File: src/rtl/dsgs_fmul.sv
// shared fixed-point multiplier: registered exact product, then floor
// shift and 32-bit saturation; no package dependency
`default_nettype none

module dsgs_fmul #(
  parameter int FRAC_BITS = 16
) (
  input  wire logic        clk,
  input  wire logic        en,
  input  wire logic [31:0] a,
  input  wire logic [31:0] b,
  output logic      [31:0] y
);

  logic signed [63:0] prod;
  logic signed [63:0] shifted;

  // exact product stage
  always_ff @(posedge clk) begin
    if (en) prod <= $signed(a) * $signed(b);
  end

  // arithmetic shift floors, then saturate
  always_comb begin
    shifted = prod >>> FRAC_BITS;
    if (shifted[63:31] == {33{1'b0}} || shifted[63:31] == {33{1'b1}}) y = shifted[31:0];
    else if (shifted[63]) y = 32'h8000_0000;
    else y = 32'h7fff_ffff;
  end

endmodule

`default_nettype wire

File: config.mk
export PLATFORM = sky130hd
export DESIGN_NAME = dsgs_fmul
export DESIGN_NICKNAME = d
export VERILOG_FILES = /design/src/rtl/dsgs_fmul.sv
export SDC_FILE = /design/constraint.sdc
export NUM_CORES = 2
export LEC_CHECK = 0
export ABC_AREA = 1
export CAP_MARGIN = 10
export CORE_UTILIZATION = 25
export DETAILED_ROUTE_END_ITERATION = 8
export DONT_BUFFER_PORTS = 1
export GPL_TIMING_DRIVEN = 0
export HOLD_SLACK_MARGIN = 0.08
export PLACE_DENSITY = 0.36
export SETUP_SLACK_MARGIN = 0.1
export SYNTH_ARGS = -nofsm -noshare
export SYNTH_HDL_FRONTEND = slang
export SYNTH_SLANG_ARGS = --single-unit
File: constraint.sdc
create_clock -name clk -period 8.3 [get_ports clk]
set_input_delay 1.245 -clock clk [delete_from_list [all_inputs] [get_ports clk]]
set_output_delay 1.245 -clock clk [all_outputs]
set_load 0.05 [all_outputs]
==> results_dict.tcl <==
set metrics [dict create \
    status "complete, no violations" \
    utilization_pct 27.7 \
    critPathKind "in2reg" \
    vias 31700 \
    io_pins 98 \
    critPathTopFamily "adder cells" \
    grt_usage_pct 22.5 \
    numCtsBuffers 5 \
    synthXorXnorAreaFrac_pct 0.677 \
    start_util_pct 25.3 \
    max_freq_mhz 125 \
    min_from "en" \
    drt_iter0_markers 2395 \
    grt_max_degree 49 \
    crit_path_start_kind "input port" \
    hold_depth 0 \
    layout-drive-gt1-share_pct 7.37 \
    ys_async_sr_fraction_pct 0 \
    slew_headroom_pct 30.8 \
    root_buffer "clkbuf_16" \
    worst_pin_slew_ns 1.04 \
    reg.largest.list "prod x48" \
    hold_viol 0 \
    synth-compound-area-share_pct 1.83 \
    largest-register "prod" \
    syn-num-nets 6400 \
    syn_avg_cell_area_um2 7.91 \
    cpMaxStageDelayCell "fa_2" \
    detail-route-antenna-nets 0 \
    synth-edff-count 48 \
    clock_path_buffers 2 \
    syn_area_um2 40100 \
    drt-total-wl_um 179000 \
    overflow 0 \
    grt_pass1_wl_um 256000 \
    area_growth_syn_to_layout_pct 9.84 \
    hp-class "in2reg" \
    cts_max_level 2 \
    cap_violations 0 \
    yosys.area_share.simple_pct 16.9 \
    post-route-min-period_ns 8.00 \
    cts_sinks 48 \
    synth_warnings 0 \
    crit_required_ns 8.33 \
    core_area_um2 159000 \
    hold_slack_ns 1.07 \
    dr.pass1.iters 6 \
    num-fill-cells 17500 \
    grt_pass1_vias 34700 \
    dieArea_um2 162000 \
    clkTransAtPathRegs_ns 0.07 \
    io_buffers 0 \
    crit_path_max_fanout 10 \
    rows 146 \
    finalMaxSlewViolations 0 \
    synthMuxAreaShare_pct 0 \
    synth_seq_cells 48 \
    yosys.area.top_type "fa_1" \
    hpwl_um 154000 \
    ys_top_cells_by_area "fa_1 54%, inv_1 15%, nand2_1 14%" \
    synth_adder_area_share_pct 59.6 \
    critPathArrivalTime_ns 8.03 \
    synthTopCellsByCount "1,652 x inv_1, 1,479 x nand2_1, 1,081 x fa_1" \
    synth_cell_types 32 \
    cpMostUsedCell "fa_1" \
    antenna_found_initial 13 \
    synthFlopType "edfxtp_1" \
    hold_end "prod[19]$_DFFE_PP_" \
    drc_errors 0 \
    cp_slowest_stage_delay_ns 0.60 \
    synthCells 5073 \
    synth_top_area_share_pct 54.0 \
    yosys.cell_count.top_type "inv_1" \
    final_nets 6455 \
    die_w_um 403 \
    rsz0062_at_grt "true" \
    synth_top_family_by_area "adder cells" \
    finalCritPeriodShare_pct 96.4 \
    avgRoutedWirePerCell_um 24.8 \
    setup_viol 0 \
    cts_tree "done" \
    die_h_um 403 \
    cp_num_buf_inv 11 \
    endpoint_kind "flip-flop" \
    gp_congestion 0.931 \
    yosysSeqAreaShare_pct 3.59 \
    vias_per_cell 4.39 \
    largest_reg_flops 48 \
]
==> worst max path at each step <==
| stage | startpoint | endpoint | slack (ns) | depth (start not counted) |
|---|---|---|---|---|
| 6_report | a[31] | prod[56]$_DFFE_PP_ | 0.30 | 29 |
| 5_1_grt | b[0] | prod[58]$_DFFE_PP_ | 0.08 | 28 |
| 4_1_cts | a[31] | prod[56]$_DFFE_PP_ | 0.09 | 27 |
| 2_1_floorplan | a[31] | prod[59]$_DFFE_PP_ | 0.26 | 25 |
| 3_3_place_gp | a[31] | prod[56]$_DFFE_PP_ | -2.58 | 25 |
| 3_5_place_dp | a[31] | prod[56]$_DFFE_PP_ | -2.56 | 25 |
==> stage by stage <==
step / TNS (ns) / setup slack (ns) / instances / cell area, um2
after floorplan: 0 / 0.258 / 5073 / 40100
final: 0 / 0.300 / 7204 / 44000
after global routing: 0 / 0.0758 / 7201 / 44000
after CTS: 0 / 0.0891 / 7172 / 43500
after global placement: -54.56 / -2.58 / 7145 / 42700
after detailed placement: -54.63 / -2.56 / 7147 / 42700
==> layout by cell type (no fill, tap or decap), types with 27 or more instances in the layout <==
master    instances
inv_1          1640
nand2_1        1461
fa_1           1062
ha_1            159
clkbuf_2        137
nor2_1          124
a21oi_1          70
nand3_1          50
edfxtp_1         48
buf_4            43
o21ai_0          30
nor2_2           27
==> layer usage <==
metal	share of wire, %	global-route usage (%)	up-vias
li1	-	-	14000
met1	42	29.6	16500
met2	48	38.6	940
met3	5.8	2.20	183
met4	4.3	7.38	6
met5	0.022	0	-
==> kinds of logic (layout without fill, tap and decap cells) <==
logic type,after synthesis,in the layout
xor+xnor,31,31
other cells,0,3
compound gates,137,137
buf+inv,1858,1914
flops,48,48
fa+ha+maj,1261,1261
simple gates,1738,1738
==> cell type report <==
type	instances	area, um2	area share, %
plain buffers	199	1060	2.41
clock inverters	3	17.5	0.0398
well taps	2072	2590	5.89
inverters	1659	6250	14.2
multi-input cells	3167	32100	73.0
diodes	3	7.51	0.0170
clock buffers	5	125	0.284
repair buffers	48	420	0.954
flip-flops and latches	48	1440	3.27
==> what timing repair did <==
| action | 4_1_cts | 5_1_grt |
|---|---|---|
| hold buffers | 0 | 0 |
| buffers inserted | 17 | 29 |
| endpoints found under the setup margin | 41 | 39 |
| pin swaps | 9 | 34 |
| resized for setup | 200 | 237 |
Power is left out: the tool's default activity adds up to more than one toggle a clock period on the data nets, which glitch-free logic cannot reach.
